--- src/rtl/core/tspf_pkg.sv ---
// Types and constants of the transport stream PID filter.
package tspf_pkg;

   localparam logic [7:0]  SyncByte       = 8'h47;
   localparam logic [4:0]  PidHighMask    = 5'h1f;
   localparam logic [12:0] ResetMatchPid  = 13'h201;
   localparam logic [7:0]  ResetPacketLen = 8'd188;
   localparam logic [7:0]  MinPacketLen   = 8'd3;
   localparam int          QueueDepthDef  = 8;
   localparam int          CsrDataW       = 13;

   // Register indexes of the configuration port.
   localparam logic CsrMatchPid  = 1'b0;
   localparam logic CsrPacketLen = 1'b1;

   typedef struct packed {
      logic [7:0] data;
      logic       first;
      logic       last;
   } result_type;

   // Up to three results handed from the parser to the output queue.
   typedef struct packed {
      logic [1:0]      count;
      result_type [2:0] item;
   } push_type;

endpackage

--- src/rtl/core/tspf_parser.sv ---
// Packet framing, PID match and header release for one stream byte.
module tspf_parser (
   input  logic              clock,
   input  logic              reset,
   input  logic              step_en,
   input  logic [7:0]        in_byte,
   input  logic [12:0]       match_pid,
   input  logic [7:0]        packet_length,
   output tspf_pkg::push_type push
);

   typedef enum logic [1:0] {
      ST_SEARCH = 2'b01,
      ST_PACKET = 2'b10
   } state_type;

   state_type   state_ff, state_in;
   logic [7:0]  byte_index_ff, byte_index_in;
   logic [7:0]  held_second_ff, held_second_in;
   logic        forwarding_ff, forwarding_in;

   logic [7:0]  eff_len;
   logic        ends;
   logic [12:0] pid;
   logic        pid_hit;

   always_comb begin
      eff_len = (packet_length < tspf_pkg::MinPacketLen) ? tspf_pkg::MinPacketLen
                                                          : packet_length;
      ends    = ({1'b0, byte_index_ff} + 9'd1) >= {1'b0, eff_len};
      pid     = {held_second_ff[4:0] & tspf_pkg::PidHighMask, in_byte};
      pid_hit = (pid == match_pid);
   end

   always_comb begin
      state_in       = state_ff;
      byte_index_in  = byte_index_ff;
      held_second_in = held_second_ff;
      forwarding_in  = forwarding_ff;
      push.count     = 2'd0;
      push.item[0]   = '{data: in_byte, first: 1'b0, last: ends};
      push.item[1]   = '{data: held_second_ff, first: 1'b0, last: 1'b0};
      push.item[2]   = '{data: in_byte, first: 1'b0, last: ends};
      if (step_en) begin
         case (state_ff)
            ST_SEARCH: begin
               if (in_byte == tspf_pkg::SyncByte) begin
                  state_in      = ST_PACKET;
                  byte_index_in = 8'd1;
               end
            end
            ST_PACKET: begin
               if (byte_index_ff == 8'd1) begin
                  held_second_in = in_byte;
                  byte_index_in  = 8'd2;
               end else begin
                  if (byte_index_ff == 8'd2) begin
                     // Release the held header as three items.
                     forwarding_in = pid_hit;
                     if (pid_hit) begin
                        push.count   = 2'd3;
                        push.item[0] = '{data: tspf_pkg::SyncByte, first: 1'b1, last: 1'b0};
                     end
                  end else if (forwarding_ff) begin
                     push.count = 2'd1;
                  end
                  if (ends) begin
                     state_in      = ST_SEARCH;
                     byte_index_in = 8'd0;
                  end else begin
                     byte_index_in = byte_index_ff + 8'd1;
                  end
               end
            end
            default: begin
               state_in      = ST_SEARCH;
               byte_index_in = 8'd0;
            end
         endcase
      end
   end

   always_ff @(posedge clock) begin
      if (reset) begin
         state_ff       <= ST_SEARCH;
         byte_index_ff  <= 8'd0;
         held_second_ff <= 8'd0;
         forwarding_ff  <= 1'b0;
      end else begin
         state_ff       <= state_in;
         byte_index_ff  <= byte_index_in;
         held_second_ff <= held_second_in;
         forwarding_ff  <= forwarding_in;
      end
   end

endmodule

--- src/rtl/core/tspf_queue.sv ---
// Small result queue: takes up to three items a cycle, gives one unless rsp_stall holds it.
module tspf_queue #(
   parameter int Depth = tspf_pkg::QueueDepthDef
) (
   input  logic               clock,
   input  logic               reset,
   input  tspf_pkg::push_type push,
   output logic               room,
   output logic               rsp_valid,
   input  logic               rsp_stall,
   output tspf_pkg::result_type rsp_item
);

   localparam int PtrW = $clog2(Depth);
   localparam int SumW = PtrW + 1;
   localparam int CntW = $clog2(Depth + 1);

   tspf_pkg::result_type entries [Depth];
   logic [PtrW-1:0] wr_ptr_ff, wr_ptr_in;
   logic [PtrW-1:0] rd_ptr_ff, rd_ptr_in;
   logic [CntW-1:0] count_ff, count_in;
   logic [PtrW-1:0] slot [3];
   logic            pop;

   always_comb begin
      logic [SumW-1:0] sum;
      logic [SumW-1:0] wsum;
      for (int k = 0; k < 3; k++) begin
         sum = {1'b0, wr_ptr_ff} + SumW'(k);
         if (sum >= SumW'(Depth)) begin
            sum = sum - SumW'(Depth);
         end
         slot[k] = sum[PtrW-1:0];
      end
      wsum = {1'b0, wr_ptr_ff} + SumW'(push.count);
      if (wsum >= SumW'(Depth)) begin
         wsum = wsum - SumW'(Depth);
      end
      wr_ptr_in = wsum[PtrW-1:0];
   end

   always_comb begin
      rsp_valid = (count_ff != '0);
      rsp_item  = entries[rd_ptr_ff];
      pop       = rsp_valid && !rsp_stall;
      room      = (count_ff <= CntW'(Depth - 3));
      rd_ptr_in = rd_ptr_ff;
      if (pop) begin
         rd_ptr_in = (rd_ptr_ff == PtrW'(Depth - 1)) ? '0 : rd_ptr_ff + 1'b1;
      end
      count_in = count_ff + CntW'(push.count) - CntW'(pop);
   end

   always_ff @(posedge clock) begin
      for (int k = 0; k < 3; k++) begin
         if (push.count > 2'(k)) begin
            entries[slot[k]] <= push.item[k];
         end
      end
   end

   always_ff @(posedge clock) begin
      if (reset) begin
         wr_ptr_ff <= '0;
         rd_ptr_ff <= '0;
         count_ff  <= '0;
      end else begin
         wr_ptr_ff <= wr_ptr_in;
         rd_ptr_ff <= rd_ptr_in;
         count_ff  <= count_in;
      end
   end

endmodule

--- src/rtl/core/ts_packet_pid_filter_core.sv ---
// Transport stream PID filter: one stream byte in per cycle, forwarded bytes out.
// An accepted byte is held in the input register, then written into the output queue.
// Throughput: 1 byte per cycle unless req_stall; a header releases 3 items at once into
// the queue; it drains 1 item per cycle unless rsp_stall, stalls input only if room < 3.
// Reset: synchronous; clears framing state and queue, loads PID 0x201 and length 188.
module ts_packet_pid_filter_core #(
   parameter int QueueDepth = tspf_pkg::QueueDepthDef
) (
   input  logic                          clock,
   input  logic                          reset,
   input  logic                          req_valid,
   output logic                          req_stall,
   input  logic [7:0]                    req_in_byte,
   output logic                          rsp_valid,
   input  logic                          rsp_stall,
   output logic [7:0]                    rsp_out_byte,
   output logic                          rsp_packet_first,
   output logic                          rsp_packet_last,
   input  logic                          csr_wr_en,
   input  logic                          csr_index,
   input  logic [tspf_pkg::CsrDataW-1:0] csr_wdata
);

   logic                 in_valid_ff, in_valid_in;
   logic [7:0]           in_byte_ff, in_byte_in;
   logic [12:0]          match_pid_ff, match_pid_in;
   logic [7:0]           packet_len_ff, packet_len_in;
   logic                 room;
   logic                 advance;
   logic                 accept;
   tspf_pkg::push_type   push;
   tspf_pkg::result_type rsp_item;

   always_comb begin
      advance     = in_valid_ff && room;
      req_stall   = in_valid_ff && !room;
      accept      = req_valid && !req_stall;
      in_valid_in = accept || (in_valid_ff && !advance);
      in_byte_in  = accept ? req_in_byte : in_byte_ff;

      match_pid_in  = match_pid_ff;
      packet_len_in = packet_len_ff;
      if (csr_wr_en) begin
         case (csr_index)
            tspf_pkg::CsrMatchPid:  match_pid_in  = csr_wdata[12:0];
            tspf_pkg::CsrPacketLen: packet_len_in = csr_wdata[7:0];
            default: ;
         endcase
      end
   end

   always_ff @(posedge clock) begin
      if (reset) begin
         in_valid_ff   <= 1'b0;
         match_pid_ff  <= tspf_pkg::ResetMatchPid;
         packet_len_ff <= tspf_pkg::ResetPacketLen;
      end else begin
         in_valid_ff   <= in_valid_in;
         match_pid_ff  <= match_pid_in;
         packet_len_ff <= packet_len_in;
      end
   end

   always_ff @(posedge clock) begin
      in_byte_ff <= in_byte_in;
   end

   tspf_parser u_parser (
      .clock         (clock),
      .reset         (reset),
      .step_en       (advance),
      .in_byte       (in_byte_ff),
      .match_pid     (match_pid_ff),
      .packet_length (packet_len_ff),
      .push          (push)
   );

   tspf_queue #(
      .Depth (QueueDepth)
   ) u_queue (
      .clock     (clock),
      .reset     (reset),
      .push      (push),
      .room      (room),
      .rsp_valid (rsp_valid),
      .rsp_stall (rsp_stall),
      .rsp_item  (rsp_item)
   );

   assign rsp_out_byte     = rsp_item.data;
   assign rsp_packet_first = rsp_item.first;
   assign rsp_packet_last  = rsp_item.last;

endmodule

--- config.mk ---
export PLATFORM = sky130hd
export DESIGN_NAME = ts_packet_pid_filter_core
export DESIGN_NICKNAME = d
export VERILOG_FILES = /design/src/rtl/core/tspf_pkg.sv /design/src/rtl/core/tspf_parser.sv /design/src/rtl/core/tspf_queue.sv /design/src/rtl/core/ts_packet_pid_filter_core.sv
export SDC_FILE = /design/constraint.sdc
export NUM_CORES = 1
export LEC_CHECK = 0
export ABC_CLOCK_PERIOD_IN_PS = 3900
export CAP_MARGIN = 0
export CORE_UTILIZATION = 50
export DETAILED_ROUTE_END_ITERATION = 8
export DONT_BUFFER_PORTS = 1
export GPL_TIMING_DRIVEN = 0
export SYNTH_ARGS = -nofsm -noshare
export SYNTH_HDL_FRONTEND = slang
export SYNTH_SLANG_ARGS = --single-unit
--- constraint.sdc ---
create_clock -name clock -period 3.9 [get_ports clock]
set_clock_uncertainty 0.05 [all_clocks]
set_input_delay 0.78 -clock clock [delete_from_list [all_inputs] [get_ports clock]]
set_output_delay 0.78 -clock clock [all_outputs]
set_load 0.02 [all_outputs]
==> reports/results.md <==
| Item | Value | Unit |
|:---|:---|:---|
| Leak Pwr | 3.15 | nW |
| Post-cts gate resize count | 0 | - |
| Leading post-synthesis cells by instance count | nand2_1, edfxtp_1, dfxtp_1 | - |
| Post-CTS clock slew at the launch and capture registers of the worst setup and hold paths | 0.06 | ns |
| Number of hold buffers added after cts | 0 | - |
| Mapped Area | 7640 | µm² |
| Design Area, Final | 8500 | µm² |
| Antenna violations before repair | 0 | - |
| Area share of the largest cell type after synthesis | 0.314 | - |
| Delay-heaviest family, CP | buffers and inverters | - |
| Final worst-path cycle share | 0.904 | - |
| Internal power | 0.00293 | W |
| Switching Share | 0.276 | - |
| Detailed placer's ending HPWL | 14500 | µm |
| Cell at the slowest stage of the critical path | clkbuf_1 | - |
| Max-cap violations | 0 | - |
| Synth Register Bits | 142 | - |
| Setup TNS | 0 | ns |
| Number of standard cells after synthesis | 688 | - |
| Fraction of final layout cells sized beyond drive strength 1 | 0.170 | - |
| Level count of the clock H-tree | 4 | - |
| Max VDD drop | 258 | µV |
| Psw | 0.00112 | W |
| Final weighted congestion in routability-driven placement | 0.947 | - |
| Launching element type of the critical path | flop | - |
| Mean Syn Cell Area | 11.1 | µm² |
| Count of routing violations after the opening detailed-route iteration | 487 | - |
| Status | finished, violations left | - |
| Largest fanout of any net on the critical path | 11 | - |
| Number of flops mapped to enable cells by yosys | 80 | - |
| Global router's overall resource usage | 0.270 | - |
| Count of pins on the block boundary | 39 | - |
| Area of the die | 15800 | µm² |
| Kind of end point of the critical path | flop | - |
| Total number of vias | 5606 | - |
| Tmin final | 3.53 | ns |
| First-pass GRT wire length | 31600 | µm |
| TritonCTS clock tree | yes | - |
| Cell Chain, Critical Path | clkbuf_1 -> xor2_1 -> nor2_1 -> nand4_4 -> nor2_8 -> inv_4 -> buf_6 -> buf_6 -> ha_1 -> inv_1 -> ha_1 -> a21o_1 -> a21oi_1 -> xnor2_1 -> nor2_1 | - |
| Post-synthesis to final-layout area growth | 11.3 | % |
| Setup-violating endpoint count in the final report | 0 | - |
| Number of buffers added by the clock tree synthesis step | 17 | - |
| Biggest area contributors in the synthesized netlist | edfxtp_1, dfxtp_1, mux4_2 | - |
| Worst reg-to-reg setup slack | 0.37 | ns |
| Average wire length per cell after detail routing | 22.2 | µm |
| Clock power frac | 0.414 | - |
| Crit Reg-Reg Startpoint | u_parser.held_second_ff[3] | - |
| Count of pins over their slew limit | 0 | - |
| Chip width | 126 | µm |
| Insertion delay to the later sink of the worst-skew pair | 0.43 | ns |
| Netlist cell types | 73 | - |
| Net count after synthesis | 741 | - |
| Nets | 762 | - |
| Most frequently used cell type in the post-synthesis netlist | nand2_1 | - |
| Transition time at the pin with the least slew margin | 1.26 | ns |
| Combinational Power Share | 0.176 | - |
| Antenna viol nets, final | 0 | - |
| Post-Route WL | 20100 | µm |
| CP arrival | 3.77 | ns |
| Largest area contributor in the netlist | edfxtp_1 | - |
| Endpoint of the worst hold path | in_byte_ff[2] | - |
| CTS Sinks | 142 | - |
| Iteration count of the initial detailed-routing pass | 7 | - |
| Worst hold path depth | 0 | - |
| Vias per std cell | 6.18 | - |
| Worst max-slew margin expressed relative to the limit | 0.153 | - |
| Critical Path Max Stage Delay | 0.43 | ns |
| Relative contribution of sequential cells to total power | 0.410 | - |
| Cell area after placement | 7890 | µm² |
| Buffering stage count on the worst path with inverters included | 5 | - |
| Worst min-delay path class | input port to flop | - |
| Endpoints failing hold | 0 | - |
| Async S/R FF share, synth | 0 | - |
| Most common flop cell mapped by yosys | edfxtp_1 | - |
| Post-synthesis sequential area ratio | 0.477 | - |
| Top achievable clock speed | 284 | MHz |
| Largest net degree at the start of global routing | 17 | - |
| Violated checks | design-rule violations | - |
| Ratio of total power to cell area | 477 | nW/µm² |
| Buffers inserted during post-CTS setup optimization | 0 | - |
| Core region area | 14700 | µm² |
| Root buf cell | clkbuf_16 | - |
| Height of the die | 126 | µm |
| Number of cells on the worst reg-to-reg path | 15 | - |
| Number of buffers added on ports | 0 | - |
| Setup repair after global routing missed its margin | no | - |
| Vias in the first global route | 5654 | - |
| Endpoint of the lowest-slack register-to-register path | u_queue.count_ff[3] | - |
| Number of design rule violations left after detail routing | 2 | - |
| Synthesis Warnings | 0 | - |
| Number of core rows | 44 | - |
| Largest buffer count on any clock path | 2 | - |
| Type of the worst setup path | flop to flop | - |
| WP data required | 4.14 | ns |
| Initial standard-cell utilization of the core | 0.520 | - |
| Startpoint of the tightest hold check path | req_in_byte[2] | - |
| GR Overflow Total | 0 | - |
==> cells in the final DEF (no fill, tap or decap), types with 14 or more instances in the layout <==
cell type | synthesis | layout
a21oi_1 | 41 | 41
clkbuf_16 | 0 | 18
inv_1 | 29 | 29
a2bb2oi_1 | 16 | 16
xor2_1 | 15 | 15
edfxtp_1 | 80 | 80
nand2_1 | 81 | 81
mux4_2 | 20 | 20
nand2b_1 | 14 | 14
a22o_1 | 24 | 24
ha_1 | 24 | 24
nand3_1 | 21 | 21
nor2_1 | 43 | 43
clkbuf_1 | 28 | 28
dfxtp_1 | 62 | 62
==> power groups by stage <==
stage / clock network [W] / registers [W] / logic [W]
after floorplan: 0 / 0.00168 / 0.000569
after global placement: 0 / 0.00169 / 0.000708
after detailed placement: 0 / 0.00169 / 0.000721
after CTS: 0.00170 / 0.00166 / 0.000726
after global routing: 0.00176 / 0.00167 / 0.000779
final: 0.00168 / 0.00166 / 0.000715
==> metal layers <==
layer	vias up	routed length (µm)	track usage
met4	0	752	0.128
met5	-	0	0
met1	2757	8410	0.333
li1	2610	-	-
met2	201	9890	0.455
met3	38	1050	0.0548
==> cell families after synthesis <==
| logic type | synth area share |
|---|---|
| flops | 0.477 |
| buf+inv | 0.0454 |
| mux | 0.0804 |
| simple gates | 0.160 |
| compound gates | 0.170 |
| fa+ha+maj | 0.0445 |
| xor+xnor | 0.0229 |
==> how the worst max path moves through the flow <==
stage / from / end / depth (start not counted)
after floorplan: u_parser.held_second_ff[4] / u_queue.count_ff[3] / 15
after global placement: u_parser.held_second_ff[3] / u_queue.entries[0][6] / 9
after detailed placement: u_parser.held_second_ff[3] / u_queue.count_ff[3] / 15
after CTS: u_parser.held_second_ff[3] / u_queue.count_ff[3] / 15
after global routing: u_parser.held_second_ff[3] / u_queue.count_ff[3] / 15
final: u_parser.held_second_ff[3] / u_queue.count_ff[3] / 15
==> final cells by class <==
| cell class | count | area [µm²] |
|---|---|---|
| repair buffers | 2 | 15.0 |
| clock buffers | 19 | 464 |
| diodes | 1 | 2.50 |
| inverters | 30 | 115 |
| flip-flops and latches | 142 | 3640 |
| clock inverters | 13 | 148 |
| plain buffers | 45 | 231 |
| multi-input cells | 471 | 3650 |
| fillers | 1241 | 6200 |
| well taps | 184 | 230 |
==> registers in the layout, indices dropped and copies added, names as in the netlist, named ones only <==
name / cells
u_parser.forwarding_ff: 1
u_parser.state_ff: 2
u_parser.held_second_ff: 8
in_valid_ff: 1
match_pid_ff: 13
u_queue.wr_ptr_ff: 3
u_queue.entries: 80
in_byte_ff: 8
u_queue.rd_ptr_ff: 3
packet_len_ff: 8
u_parser.byte_index_ff: 8
u_queue.count_ff: 4
==> metrics by stage <==
step / hold slack [ns] / total power, W / worst slack [ns] / instances / util
final: 0.395 / 0.00405 / 0.374 / 907 / 0.578
after global routing: 0.376 / 0.00421 / 0.207 / 906 / 0.578
after CTS: 0.383 / 0.00409 / 0.363 / 906 / 0.578
after detailed placement: 0.402 / 0.00241 / 0.402 / 874 / 0.536
after global placement: 0.387 / 0.00240 / 0.117 / 872 / 0.535
after floorplan: 0.372 / 0.00225 / 0.846 / 688 / -
Power figures use the tool's default switching activity.
